===== src/ulm_pkg.sv =====
// Shared widths and the Latin Extended lowercase ROM of the lowercase mapper.
package ulm_pkg;

   localparam int CP_W = 21;
   localparam int ROM_W = 10;

   localparam logic [ROM_W-1:0] ROM_LO = 10'h100;
   localparam logic [ROM_W-1:0] ROM_HI = 10'h217;

   typedef logic [CP_W-1:0] cp_type;
   typedef logic [ROM_W-1:0] rom_cp_type;

   // Lowercase of a code point in 0x0100-0x0217; other inputs return unchanged.
   function automatic rom_cp_type rom_lower(input rom_cp_type c);
      rom_cp_type r;
      logic even;
      even = ~c[0];
      r = c;
      case (c)
         10'h130: r = 10'h069;
         10'h178: r = 10'h0FF;
         10'h181: r = 10'h253;
         10'h182: r = 10'h183;
         10'h184: r = 10'h185;
         10'h186: r = 10'h254;
         10'h187: r = 10'h188;
         10'h18A: r = 10'h257;
         10'h18B: r = 10'h18C;
         10'h18E: r = 10'h258;
         10'h18F: r = 10'h259;
         10'h190: r = 10'h25B;
         10'h191: r = 10'h192;
         10'h193: r = 10'h260;
         10'h194: r = 10'h263;
         10'h196: r = 10'h269;
         10'h197: r = 10'h268;
         10'h198: r = 10'h199;
         10'h19C: r = 10'h26F;
         10'h19D: r = 10'h272;
         10'h19F: r = 10'h275;
         10'h1A7: r = 10'h1A8;
         10'h1A9: r = 10'h283;
         10'h1AC: r = 10'h1AD;
         10'h1AE: r = 10'h288;
         10'h1AF: r = 10'h1B0;
         10'h1B1: r = 10'h28A;
         10'h1B2: r = 10'h28B;
         10'h1B3: r = 10'h1B4;
         10'h1B5: r = 10'h1B6;
         10'h1B7: r = 10'h292;
         10'h1B8: r = 10'h1B9;
         10'h1BC: r = 10'h1BD;
         10'h1C4: r = 10'h1C6;
         10'h1C5: r = 10'h1C6;
         10'h1C7: r = 10'h1C9;
         10'h1C8: r = 10'h1C9;
         10'h1CA: r = 10'h1CC;
         10'h1CB: r = 10'h1CC;
         10'h1F1: r = 10'h1F3;
         10'h1F4: r = 10'h1F5;
         default: begin
            // pair runs: the capital of each pair sits at the given parity
            if ((c >= 10'h100 && c <= 10'h136 && even) ||
                (c >= 10'h139 && c <= 10'h147 && !even) ||
                (c >= 10'h14A && c <= 10'h176 && even) ||
                (c >= 10'h179 && c <= 10'h17D && !even) ||
                (c >= 10'h1A0 && c <= 10'h1A4 && even) ||
                (c >= 10'h1CD && c <= 10'h1ED && !even) ||
                (c >= 10'h1FA && c <= 10'h216 && even)) begin
               r = c + 10'd1;
            end
         end
      endcase
      return r;
   endfunction

endpackage


===== src/ulm_req_if.sv =====
// Request channel: one code point per transfer.
interface ulm_req_if;
   logic             valid;
   logic             ready;
   ulm_pkg::cp_type  code_point;

   modport source (output valid, output code_point, input ready);
   modport sink (input valid, input code_point, output ready);
endinterface


===== src/ulm_rsp_if.sv =====
// Response channel: one lowercase code point per transfer.
interface ulm_rsp_if;
   logic             valid;
   logic             ready;
   ulm_pkg::cp_type  lower_code_point;

   modport source (output valid, output lower_code_point, input ready);
   modport sink (input valid, input lower_code_point, output ready);
endinterface


===== src/unicode_lowercase_map_top.sv =====
// Top level of the simple lowercase mapper: input register, mapping, output register.
//
// Usage:
//  req carries one Unicode code point per request (valid/ready, taken when both
//  are high); rsp returns its simple lowercase form, or the code point unchanged
//  when no mapping applies. Values above 0x10FFFF pass unchanged.
//  Path: an accepted request is captured in the input register at the accepting
//  edge, mapped combinationally, and loaded into the output register, which
//  drives rsp.valid; the response then holds there until it is taken.
//  Throughput: one request per cycle while rsp.ready is high, set by the two-stage
//  register pipeline; each request gives exactly one response, in order.
//  Stall: while rsp.ready is low the response holds in the output register; the
//  input register still fills, so up to two requests are held before req.ready
//  drops. req.ready depends combinationally on rsp.ready.
//  Reset: synchronous, active high; clears both stage valids, so nothing is
//  presented on rsp and req.ready is high in the first cycle after reset.
module unicode_lowercase_map_top (
   input  logic           clock,
   input  logic           reset,
   ulm_req_if.sink        req,
   ulm_rsp_if.source      rsp
);

   logic            s1_valid_ff, s1_valid_in;
   ulm_pkg::cp_type s1_cp_ff;
   logic            out_valid_ff, out_valid_in;
   ulm_pkg::cp_type out_cp_ff;
   ulm_pkg::cp_type map_out;
   logic            out_load;
   logic            s1_load;

   // advance the mapped value when the output register is empty or draining
   assign out_load = !out_valid_ff || rsp.ready;
   assign req.ready = !s1_valid_ff || out_load;
   assign s1_load = req.valid && req.ready;

   assign s1_valid_in = s1_load || (s1_valid_ff && !out_load);
   assign out_valid_in = out_load ? s1_valid_ff : out_valid_ff;

   ulm_map u_map (
      .cp       (s1_cp_ff),
      .lower_cp (map_out)
   );

   always_ff @(posedge clock) begin
      if (reset) begin
         s1_valid_ff <= 1'b0;
         out_valid_ff <= 1'b0;
      end else begin
         s1_valid_ff <= s1_valid_in;
         out_valid_ff <= out_valid_in;
      end
   end

   always_ff @(posedge clock) begin
      if (s1_load) s1_cp_ff <= req.code_point;
      if (out_load && s1_valid_ff) out_cp_ff <= map_out;
   end

   assign rsp.valid = out_valid_ff;
   assign rsp.lower_code_point = out_cp_ff;

   a_stage_moves: assert property (@(posedge clock) disable iff (reset)
      (s1_valid_ff && !out_valid_ff) |=> out_valid_ff)
      else $error("input stage did not advance into empty output register");

   a_full_blocks: assert property (@(posedge clock) disable iff (reset)
      (s1_valid_ff && out_valid_ff && !rsp.ready) |-> !req.ready)
      else $error("request taken while both stages are full and stalled");

   a_reset_clears: assert property (@(posedge clock)
      $past(reset) |-> (!rsp.valid && !s1_valid_ff))
      else $error("pipeline not empty after reset");

   a_map_loaded: assert property (@(posedge clock) disable iff (reset)
      $past(s1_valid_ff && out_load && !reset) |-> (out_cp_ff == $past(map_out)))
      else $error("output register does not hold the mapped code point");

endmodule


===== src/ulm_map.sv =====
// Combinational simple lowercase mapping of one code point.
module ulm_map (
   input  ulm_pkg::cp_type cp,
   output ulm_pkg::cp_type lower_cp
);

   logic [12:0] page;
   ulm_pkg::rom_cp_type rom_out;
   ulm_pkg::cp_type c;
   ulm_pkg::cp_type odd_up;

   assign c = cp;
   assign page = c[20:8];
   assign odd_up = c | 21'd1;
   assign rom_out = ulm_pkg::rom_lower(c[ulm_pkg::ROM_W-1:0]);

   always_comb begin
      lower_cp = c;
      if (c >= 21'h41 && c <= 21'h5A) begin
         lower_cp = c + 21'h20;
      end else if (c >= 21'hC0 && c <= 21'hDE) begin
         // multiplication sign is not a letter
         if (c != 21'hD7) lower_cp = c + 21'h20;
      end else if (page >= 13'hFF) begin
         if (c >= 21'hFF21 && c <= 21'hFF3A) lower_cp = c + 21'h20;
      end else if (page >= 13'h20) begin
         if (c >= 21'h24B6 && c <= 21'h24CF) lower_cp = c + 21'h1A;
      end else if (page >= 13'h1E) begin
         if ((c >= 21'h1E00 && c <= 21'h1E94) || (c >= 21'h1EA0 && c <= 21'h1EF8)) begin
            lower_cp = odd_up;
         end else if ((c >= 21'h1F08 && c <= 21'h1F0F) || (c >= 21'h1F18 && c <= 21'h1F1D) ||
                      (c >= 21'h1F28 && c <= 21'h1F2F) || (c >= 21'h1F48 && c <= 21'h1F4D) ||
                      (c >= 21'h1F59 && c <= 21'h1F5F) || (c >= 21'h1F68 && c <= 21'h1F6F) ||
                      (c >= 21'h1F88 && c <= 21'h1F8F) || (c >= 21'h1F98 && c <= 21'h1F9F) ||
                      (c >= 21'h1FA8 && c <= 21'h1FAF) || (c >= 21'h1FB8 && c <= 21'h1FB9) ||
                      (c >= 21'h1FD8 && c <= 21'h1FD9) || (c >= 21'h1FE8 && c <= 21'h1FE9)) begin
            lower_cp = c - 21'd8;
         end
      end else if (page >= 13'h10) begin
         if (c >= 21'h10A0 && c <= 21'h10C5) lower_cp = c + 21'h30;
      end else if (page >= 13'h06) begin
         lower_cp = c;
      end else if (page >= 13'h04) begin
         if (c >= 21'h401 && c <= 21'h40F) begin
            lower_cp = c + 21'h50;
         end else if (c >= 21'h410 && c <= 21'h42F) begin
            lower_cp = c + 21'h20;
         end else if ((c >= 21'h460 && c <= 21'h480) || (c >= 21'h490 && c <= 21'h4BE)) begin
            lower_cp = odd_up;
         end else if (c >= 21'h4C1 && c <= 21'h4F8) begin
            if (c != 21'h4C5 && c != 21'h4C9 && c != 21'h4CD && c != 21'h4CF) begin
               lower_cp = odd_up;
            end
         end else if (c >= 21'h531 && c <= 21'h556) begin
            lower_cp = c + 21'h30;
         end
      end else if (page == 13'h03) begin
         case (c)
            21'h386: lower_cp = 21'h3AC;
            21'h388: lower_cp = 21'h3AD;
            21'h389: lower_cp = 21'h3AE;
            21'h38A: lower_cp = 21'h3AF;
            21'h38C: lower_cp = 21'h3CC;
            21'h38E: lower_cp = 21'h3CD;
            21'h38F: lower_cp = 21'h3CE;
            default: begin
               if (c >= 21'h391 && c <= 21'h3AB) begin
                  // hold the final sigma slot
                  if (c != 21'h3A2) lower_cp = c + 21'h20;
               end else if (c >= 21'h3E2 && c <= 21'h3EE) begin
                  lower_cp = odd_up;
               end
            end
         endcase
      end else begin
         lower_cp = {{(ulm_pkg::CP_W-ulm_pkg::ROM_W){1'b0}}, rom_out};
      end
   end

endmodule

===== src/flat_wrapper.sv =====
// flat-port wrapper written by rule: the top's interface ports become plain ports
module unicode_lowercase_map_top_flat 
  (clock, reset, req_valid, req_code_point, req_ready, rsp_valid, rsp_lower_code_point, rsp_ready);
  ulm_req_if req_i ();
  ulm_rsp_if rsp_i ();
  input  logic clock;
  input  logic reset;
  input wire logic [$bits(req_i.valid)-1:0] req_valid;
  input wire logic [$bits(req_i.code_point)-1:0] req_code_point;
  output wire logic [$bits(req_i.ready)-1:0] req_ready;
  output wire logic [$bits(rsp_i.valid)-1:0] rsp_valid;
  output wire logic [$bits(rsp_i.lower_code_point)-1:0] rsp_lower_code_point;
  input wire logic [$bits(rsp_i.ready)-1:0] rsp_ready;
  assign req_i.valid = req_valid;
  assign req_i.code_point = req_code_point;
  assign req_ready = req_i.ready;
  assign rsp_valid = rsp_i.valid;
  assign rsp_lower_code_point = rsp_i.lower_code_point;
  assign rsp_i.ready = rsp_ready;
  unicode_lowercase_map_top u_core (.clock(clock), .reset(reset), .req(req_i), .rsp(rsp_i));
endmodule

===== config.mk =====
export PLATFORM = sky130hd
export DESIGN_NAME = unicode_lowercase_map_top_flat
export DESIGN_NICKNAME = d
export VERILOG_FILES = /design/src/ulm_pkg.sv /design/src/ulm_req_if.sv /design/src/ulm_rsp_if.sv /design/src/unicode_lowercase_map_top.sv /design/src/ulm_map.sv /design/src/flat_wrapper.sv
export SDC_FILE = /design/constraint.sdc
export NUM_CORES = 1
export LEC_CHECK = 0
export ABC_CLOCK_PERIOD_IN_PS = 6960
export BUFFER_PORTS_ARGS = -buffer_cell sky130_fd_sc_hd__clkbuf_2
export CORE_MARGIN = 8
export CORE_UTILIZATION = 30
export CTS_CLUSTER_DIAMETER = 80
export CTS_CLUSTER_SIZE = 25
export DETAILED_ROUTE_END_ITERATION = 10
export SLEW_MARGIN = 5
export SYNTH_ARGS = -nofsm -noshare
export SYNTH_HDL_FRONTEND = slang
export SYNTH_HIERARCHICAL = 1
export SYNTH_SLANG_ARGS = --single-unit

===== constraint.sdc =====
create_clock -name clock -period 6.96 [get_ports clock]
set_input_delay 1.392 -clock clock [delete_from_list [all_inputs] [get_ports clock]]
set_output_delay 1.392 -clock clock [all_outputs]
set_load 0.01 [all_outputs]

Yosys cells after proc, flatten, opt, wreduce, memory -nomap -nowiden
Cells that the tools add are included.

storage, ports and cells
  register bits after elaboration = 44
  bits in latches = 0
  bits in writable memories = 0
  ROM bits = 0
  input bits = 25
  output and inout bits = 23
  word-level logic and storage cells = 242
  memories kept = 0

cells by class
  $add $sub $neg = 6
  multipliers = 0
  div/mod/pow operators = 0
  magnitude comparators = 74
  equal/unequal tests = 55
  shifts and indexed selects = 0
  muxes and demuxes = 27
  bitwise logic cells = 1
  reductions and logical operators = 75

operator list
  kind                                                                  count
  2-to-1 mux 21 bit                                                     22
  == test 10 x 9 -> 1 bit (second input constant)                       41
  one-hot mux 10 bit (38 select lines)                                  1
  greater-or-equal comparator 21 x 13 -> 1 bit (second input constant)  15
  less-or-equal comparator 21 x 13 -> 1 bit (second input constant)     15
  == test 21 x 10 -> 1 bit (second input constant)                      7
  one-hot mux 21 bit (7 select lines)                                   1
  greater-or-equal comparator 21 x 11 -> 1 bit (second input constant)  6
  less-or-equal comparator 21 x 11 -> 1 bit (second input constant)     6
  inequality test 21 x 11 -> 1 bit (second input constant)              4
  greater-or-equal comparator 10 x 9 -> 1 bit (second input constant)   7
  less-or-equal comparator 10 x 9 -> 1 bit (second input constant)      6
  logical AND 1 bit                                                     47
  adder 21 x 6 -> 21 bit (second input constant)                        2
  greater-or-equal comparator 21 x 10 -> 1 bit (second input constant)  2
  less-or-equal comparator 21 x 10 -> 1 bit (second input constant)     2
  greater-or-equal comparator 13 x 3 -> 1 bit (second input constant)   2
  greater-or-equal comparator 13 x 5 -> 1 bit (second input constant)   2
  logical OR 1 bit                                                      22
  adder 21 x 5 -> 21 bit (second input constant)                        1
  adder 21 x 7 -> 21 bit (second input constant)                        1
  greater-or-equal comparator 21 x 14 -> 1 bit (second input constant)  1
  greater-or-equal comparator 21 x 16 -> 1 bit (second input constant)  1
  greater-or-equal comparator 21 x 7 -> 1 bit (second input constant)   1
  18 further kinds                                                      23

Longest topological paths before layout
Gate-level depths: netlist (run 1).

  depth in word-level cells = 20
  gate-level depth with buffers = 16
  gate-level depth less buffers = 11

Hierarchy
Netlist (run 1), hierarchy kept.

by module, submodules not included
  module                     instances  cells an instance  area an instance (um^2)  sequential area each (um^2)
  ulm_map                    1          738                4411.7                   0.0
  unicode_lowercase_map_top  1          52                 1365.1                   1301.2

Worst setup path after synthesis (run 1)
Ideal clock, no wire load.

  path type = reg2reg
  start point = register u_core.s1_cp_ff[3]
  end point = register u_core.out_cp_ff[7], in the netlist u_core/rsp.lower_code_point[7], data pin
  setup time = 0.256 ns
  data arrival time = 3.517 ns
  data required time = 6.704 ns
  path slack = 3.187 ns
  cell stages (with the launch flop) = 14
  path buffers = 4
  period minus slack after synthesis = 3.773 ns
  path through = edfxtp_1 clkbuf_1 clkbuf_1 inv_1 clkbuf_1 ha_1 clkbuf_1 a21bo_2 a311o_1 a2111oi_0 nand3_1 a31oi_1 o21ai_1 a31o_2

on the way
  longest elaborated chain between the ends = 20
  elaborated cells between the ends (all ways) = 209
  those cells by class = add/sub: 6; order compare: 66; eq/ne: 50; mux: 25; reduce/logical: 62

RTL lines
  item                                                                       RTL line                                     source
  start: declaration                                                         unicode_lowercase_map_top.sv:25              ulm_pkg::cp_type s1_cp_ff;
  start signal: assignment                                                   unicode_lowercase_map_top.sv:56              if (s1_load) s1_cp_ff <= req.code_point;
  greater-or-equal comparator 10 x 9 -> 1 bit, or another cell as far along  ulm_pkg.sv:63                                if ((c >= 10'h100 && c <= 10'h136 && even) ||
  logical AND 1 bit (on tied branches)                                       ulm_pkg.sv:63, ulm_map.sv:31, ulm_pkg.sv:64
  logical AND 1 bit, or another cell as far along                            ulm_pkg.sv:63
  logical OR 1 bit (on tied branches)                                        ulm_pkg.sv:63, ulm_map.sv:31
  logical OR 1 bit (on tied branches)                                        ulm_pkg.sv:64, ulm_map.sv:32
  logical OR 1 bit (on tied branches)                                        ulm_pkg.sv:65, ulm_map.sv:32
  logical OR 1 bit (on tied branches)                                        ulm_pkg.sv:66, ulm_map.sv:33
  logical OR 1 bit (on tied branches)                                        ulm_pkg.sv:67, ulm_map.sv:33
  [... 5 more ...]                                                           n/a
  2-to-1 mux 21 bit (on tied branches)                                       ulm_map.sv:41, ulm_map.sv:31
  2-to-1 mux 21 bit (on tied branches)                                       ulm_map.sv:39, ulm_map.sv:29
  2-to-1 mux 21 bit                                                          ulm_map.sv:28                                end else if (page >= 13'h1E) begin
  2-to-1 mux 21 bit                                                          ulm_map.sv:26                                end else if (page >= 13'h20) begin
  2-to-1 mux 21 bit                                                          ulm_map.sv:24                                end else if (page >= 13'hFF) begin
  2-to-1 mux 21 bit                                                          ulm_map.sv:21                                end else if (c >= 21'hC0 && c <= 21'hDE) begin
  2-to-1 mux 21 bit *                                                        ulm_map.sv:19                                if (c >= 21'h41 && c <= 21'h5A) begin
  net u_core.map_out[7]                                                      unicode_lowercase_map_top.sv:28              ulm_pkg::cp_type map_out;
  end signal: assignment                                                     unicode_lowercase_map_top.sv:57              if (out_load && s1_valid_ff) out_cp_ff <= map_out;
  end: declaration                                                           unicode_lowercase_map_top.sv:27              ulm_pkg::cp_type out_cp_ff;

The timed path passes the listed nets; every way through them passes the cells marked *.
A chain may end at the register's enable or synchronous reset.

Worst setup path after layout (run 1)
  start point = register u_core.s1_cp_ff[0]
  end point = register u_core.out_cp_ff[6], in the netlist u_core/rsp.lower_code_point[6], data pin

Same word-level chain as after synthesis.

==> results of run 1 <==
[power breakdown]
group | internal (uW) | switching [uW] | total, uW
logic | 63.3 | 155 | 218
registers | 307 | 19.6 | 326
clock network | 171 | 116 | 287
total | 541 | 291 | 832
[metal layers]
metal  up-vias  part of all wire, %  global-route usage [%]
met5         -                0.050                       0
met2       621                   43                    31.3
met4         2                  5.1                    10.1
li1       3033                    -                       -
met3       136                   13                    6.19
met1      3253                   39                    27.2
[worst max-delay path, cell delays in order (launching register included)]
cell and delay, ps:
edfxtp_1 890, ha_1 920, nor3b_1 750, a221oi_1 250
a2111o_1 430, inv_1 120, mux2_2 330, o21ai_0 220
o2111ai_1 140, a211oi_1 300, nor4_1 90
[final cells by class]
class                      count  area share, %
tap                          260           5.15
clock buffer                   5           1.98
timing repair buffer          65           5.86
sequential                    44           20.6
inverter                      25           1.49
clock inverter                 3          0.733
multi-input combinational    639           64.2
[registers in the layout, summed over array words and instances (netlist names)]
name and flops:
u_core/rsp.valid 1, u_core/s1_cp_ff 21, u_core/s1_valid_ff 1, u_core/rsp.lower_code_point 21
[logic make-up (layout without fill, tap and decap cells)]
family	after synthesis	count (layout)
xor gates and xnor gates	10	10
DFF	44	44
muxes	9	9
and+or+nand+nor	336	336
adders and majority gates	23	23
AOI/OAI and AO/OA	261	261
buffers and inverters	107	98
[cells in the final DEF (no fill, tap or decap), types with 15 or more instances in the layout]
cell | Yosys | routed
a21oi_1 | 51 | 51
a31oi_1 | 21 | 21
buf_4 | 0 | 18
clkbuf_2 | 0 | 47
edfxtp_1 | 42 | 42
ha_1 | 23 | 23
inv_1 | 23 | 23
nand2_1 | 60 | 60
nand3_1 | 47 | 47
nand4_1 | 22 | 22
nor2_1 | 67 | 67
nor3_1 | 21 | 21
nor4_1 | 28 | 28
o211ai_1 | 15 | 15
o21ai_0 | 48 | 48
[worst min path at each step]
stage / slack (ps) / from / end
after CTS: 500 / u_core/s1_valid_ff / u_core/rsp.valid
after floorplan: 460 / u_core/s1_valid_ff / u_core/rsp.valid
after detailed placement: 490 / u_core/s1_valid_ff / u_core/rsp.valid
after global placement: 480 / u_core/s1_valid_ff / u_core/rsp.valid
final: 500 / u_core/s1_valid_ff / u_core/rsp.valid
after global routing: 530 / u_core/s1_valid_ff / u_core/rsp.valid
[per-stage QoR]
step	instance area (sq um)	std cells
finish	6310	1041
global route	6310	1041
global placement	6140	1033
floorplan	5780	790
CTS	6310	1041
detailed placement	6140	1033
==> metrics.md, run 1 <==
| Metric | Value |
|---|---|
| Primary FF master, synth | edfxtp_1 |
| Multiplexer area fraction after synthesis | 1.62% |
| Reg clk slew, reported paths | 70 ps |
| Leak | 0.00210 uW |
| Compound-Gate Fraction of Synth Area | 30.9% |
| Total track usage | 21.0% |
| Post-synthesis simple-gate area fraction | 31.1% |
| Worst slack, placed | 2450 ps |
| Seq cells post-synth | 44 |
| First-pass DRT Iterations | 6 |
| Share of the synthesized area in the top cell type | between 20% and 30% |
| First-pass GRT wire length | 39.4 mm |
| Status | completed |
| Clk sinks | 44 |
| Row count | 50 |
| Vias/cell | 6.77 |
| Vias | 7045 |
| Final Hold Viols | 0 |
| Adder-Cell Fraction of Synth Area | 4.98% |
| Dpl hpwl | 18.5 mm |
| Core Area | around 19000 sq um |
| Dominant cells by area after synthesis | edfxtp_1, ha_1, clkbuf_1, a21oi_1, nor2_1 |
| Port bufs | 47 |
| Worst Setup End Kind | flip-flop |
| Max Cap Viol | 0 |
| Layout cells sized above 1 | 12.5% |
| CP Launch Type | flip-flop |
| Synth Cell Area | around 5800 sq um |
| Largest net degree at the start of global routing | 47 |
| R2R Path End | u_core/rsp.lower_code_point[6] |
| Worst hold margin | 496 ps |
| Post-synth EDFFs | 42 |
| PostCTS Resize Cnt | 0 |
| CTS Buffer Depth | 2 |
| CP Capture Point | u_core/rsp.lower_code_point[6] |
| Post-Syn Area per Cell | 7.31 sq um |
| Max-slew headroom | 29.8% |
| I/O pin count | 48 |
| Largest family of logic cells by synthesized area | simple AND/OR/NAND/NOR gates |
| Cell taking the most area after synthesis | edfxtp_1 |
| Gpl congestion | approximately 1.0 |
| Clk root buf | clkbuf_16 |
| Reg2Reg Depth | 10 |
| Maximum vdd drop | 0.0947 mV |
| Final wirelength | around 26 mm |
| DIE AREA | 24000 sq um |
| Cells after Synth | 790 |
| CTS tree | yes |
| Layout net count | just over 800 |
| Seq/Total Area, Yosys | a little under a quarter |
| Fill count | 2035 |
| YS warnings | 6 |
| Most frequent cell after synthesis | clkbuf_1 |
| Clock Latency Late Sink | 310 ps |
| Post-Synth XOR/XNOR Area | under 10% |
| Inserted Clock Buffers | 5 |
| Drt wl/cell | ~25 microns |
| Initial antenna violation count | 1 |
| Chip height | 155 microns |
| Setup ws final | 2230 ps |
| Mapped Nets | 838 |
| Period utilisation layout | between 60% and 70% |
| N_diodes | 0 |
| Reg2reg setup slack | 2230 ps |
| Top post-synthesis cells by count | clkbuf_1, nor2_1, nand2_1 |
| DR iter-0 viols | 1385 |
| Die width | 155 microns |
| Starting Density | 30.7% |
| TNS Setup | 0 ps |
| Fin util | between 30% and 40% |
| RSZ-0062 raised after global routing | no |
| Setup violations, final | 0 |
| Critical Path Source | u_core/s1_cp_ff[0] |
| FF-to-FF Start | u_core/s1_cp_ff[0] |
| Fmax | between 0.2 and 0.25 GHz |
| Area Growth Syn to Fin | 9.31% |
| Worst Path Max Fanout | 26 |
| Vias in the first global route | 6529 |
| Min-Delay Path Depth | 2 |
| Crit Path Category | reg -> reg |
| Fin crit period | 4730 ps |
| Slew Limit Fails | 0 |
| WP data required | 7010 ps |
| Yosys cell types | 79 |
| Post-CTS Hold Buffers | 0 |
| FF/Latch Area | roughly 1300 sq um |
| Power per cell area | 132 nW/um^2 |
| Worst Tran Pin Value | 1040 ps |
| Worst Hold Class | reg -> reg |
| Routed Antenna Nets | 0 |
| Grt ovf | 0 |
| Multi-input gate area | 4050 sq um |
| # DRC | 0 |
| Critical Path AT | 4770 ps |
| Skew final | about 9.9 ps |
| H-Tree Depth | 2 |
| Final Total Pwr | 832 uW |
| Post-synth ARST share | 0% |
| Postcts setup bufs | 0 |
No activity file was read; power rests on OpenSTA's default activity.
==> run 2, diff against run 1 <==
--- a/config.mk
+++ b/config.mk
@@ -5,7 +5,7 @@
 export SDC_FILE = /design/constraint.sdc
 export NUM_CORES = 1
 export LEC_CHECK = 0
-export ABC_CLOCK_PERIOD_IN_PS = 6960
+export ABC_CLOCK_PERIOD_IN_PS = 4800
 export BUFFER_PORTS_ARGS = -buffer_cell sky130_fd_sc_hd__clkbuf_2
 export CORE_MARGIN = 8
 export CORE_UTILIZATION = 30
==> constraint.sdc (replaced) <==
create_clock -name clock -period 4.8 [get_ports clock]
set_input_delay 0.96 -clock clock [delete_from_list [all_inputs] [get_ports clock]]
set_output_delay 0.96 -clock clock [all_outputs]
set_load 0.01 [all_outputs]
==> run 2 against run 1 <==
  * Combinational power rose by 53%
  * Sequential share of layout area down 0.51 points
  * Sequential cell count stayed put
  * Critical path type unchanged
  * Highest routed layer is now met4
==> metrics.md, run 2 (synthesized netlist as in run 1, its figures left out) <==
| Metric | Value |
|---|---|
| DIE AREA | approximately 24000 sq um |
| Total track usage | 21.3% |
| WP data required | around 4900 ps |
| Maximum vdd drop | roughly 0.14 mV |
| I/O pin count | 48 |
| Hold path start | u_core/s1_valid_ff |
| Layout net count | 849 |
| Routed Antenna Nets | 0 |
| RSZ-0062 raised after global routing | no |
| Worst Hold Class | reg -> reg |
| Period utilisation layout | 91.7% |
| Clock Latency Late Sink | 300 ps |
| Vias in the first global route | 6499 |
| Worst Setup End Kind | flip-flop |
| Fin util | around a third |
| Drt wl/cell | 24.8 microns |
| CP Launch Type | flip-flop |
| Clk sinks | 44 |
| First-pass GRT wire length | 39.9 mm |
| Gpl congestion | approximately 1.0 |
| Crit-path max cell delay | 710 ps |
| Grt ovf | 0 |
| Core Area | 18800 sq um |
| Skew final | 6.96 ps |
| Reg2reg setup slack | 400 ps |
| DR iter-0 viols | between 1000 and 1500 |
| Max Cap Viol | 0 |
| CP top delay family | simple AND/OR/NAND/NOR gates |
| FF-to-FF Start | u_core/s1_cp_ff[1] |
| Row count | 50 |
| Worst Path Max Fanout | 23 |
| Critical Path AT | 4450 ps |
| Leak | 0.00220 uW |
| Final Hold Viols | 0 |
| CTS tree | yes |
| Reg2Reg Depth | 13 |
| Power per cell area | about 190 nW/um^2 |
| Worst slack, placed | 616 ps |
| Crit Path Category | reg -> reg |
| Min-Delay Path Depth | 2 |
| N_diodes | 0 |
| Slowest stage cell, crit path | nor3b_1 |
| R2R Path End | u_core/rsp.lower_code_point[1] |
| TNS Setup | 0 ps |
| Vias/cell | 6.63 |
| Hold Path Sink | u_core/rsp.valid |
| First-pass DRT Iterations | 6 |
| Largest net degree at the start of global routing | 46 |
| Layout cells sized above 1 | roughly 15% |
| Port bufs | 47 |
| Starting Density | 30.7% |
| Commonest non-fill, non-tap cell in the layout | nor2_1 |
| CTS Buffer Depth | 2 |
| Crit path cell chain | buf_4 -> inv_1 -> ha_1 -> buf_4 -> nor3b_1 -> a21oi_1 -> o22ai_1 -> nor4_1 -> and3_1 -> nor4_1 -> a21oi_1 -> a221oi_1 -> nor2_1 |
| # DRC | 0 |
| Postcts setup bufs | 0 |
| Area Growth Syn to Fin | 12.1% |
| Reg clk slew, reported paths | 70 ps |
| Die width | 155 microns |
| Vias | roughly 7000 |
| Chip height | 155 microns |
| Fmax | between 0.2 and 0.25 GHz |
| Worst hold margin | 498 ps |
| Setup violations, final | 0 |
| Final Total Pwr | 1210 uW |
| Worst Tran Pin Value | 1010 ps |
| PostCTS Resize Cnt | 0 |
| Most frequent cells in the layout | nor2_1, nand2_1, a21oi_1, o21ai_0 |
| Clk root buf | clkbuf_16 |
| Initial antenna violation count | 0 |
| Post-CTS Hold Buffers | 0 |
| Setup ws final | 397 ps |
| Inserted Clock Buffers | 5 |
| H-Tree Depth | 2 |
| Max-slew headroom | 32.8% |
| Final wirelength | 26.4 mm |
| Dpl hpwl | 19.4 mm |
| Worst Path Buf+Inv | 3 |
| Fin crit period | approximately 4400 ps |
| Status | completed |
| Slew Limit Fails | 0 |
## run 2: cell types whose count changed in the layout (fill, tap and decap cells not counted)
| cell | previous run | this run |
|---|---|---|
| inv_6 | 1 | 0 |
| buf_4 | 18 | 39 |
| clkinv_4 | 0 | 2 |
| clkinvlp_4 | 1 | 0 |
## run 2: tightest hold or removal path: cells and delay by family, from the launching register on
kind	cells	cell delay [ps]
flops	1	340
compound gates	1	50
buf+inv	1	60
## run 2: metrics by stage
step	instances	instance area (sq um)
finish	1062	6470
global route	1062	6470
CTS	1062	6470
detailed placement	1054	6300
global placement	1054	6300
floorplan	790	5780
## run 2: worst max path at each step
| stage | start | end | slack, ps | cells after the start |
|---|---|---|---|---|
| 2_1_floorplan | u_core/s1_cp_ff[3] | u_core/rsp.lower_code_point[7] | 1030 | 13 |
| 4_1_cts | u_core/s1_cp_ff[1] | u_core/rsp.lower_code_point[1] | 590 | 13 |
| 5_1_grt | u_core/s1_cp_ff[1] | u_core/rsp.lower_code_point[1] | 320 | 13 |
| 6_report | u_core/s1_cp_ff[1] | u_core/rsp.lower_code_point[1] | 400 | 13 |
| 3_5_place_dp | u_core/s1_cp_ff[1] | u_core/rsp.lower_code_point[1] | 620 | 13 |
| 3_3_place_gp | u_core/s1_cp_ff[1] | u_core/rsp.lower_code_point[1] | 520 | 13 |
## run 2: layout make-up
type / instances / area [sq um]
fillers: 1995 / 12400
clock buffers: 5 / 125
well taps: 260 / 325
clock inverters: 3 / 47.5
repair buffers: 86 / 528
flip-flops and latches: 44 / 1300
inverters: 25 / 93.8
multi-input cells: 639 / 4050
## run 2: layer usage
metal	part of all wire [%]	track usage (%)	routed length (microns)	up-vias
met5	0	0	0	-
met4	5.0	11.5	1320	0
met3	13	5.60	3420	115
met2	43	31.0	11200	610
met1	39	28.1	10400	3235
li1	-	-	-	3083
## run 2: report_power, final
group	internal, uW	switching (uW)
sequential	445	22.9
clock	247	159
combinational	102	233
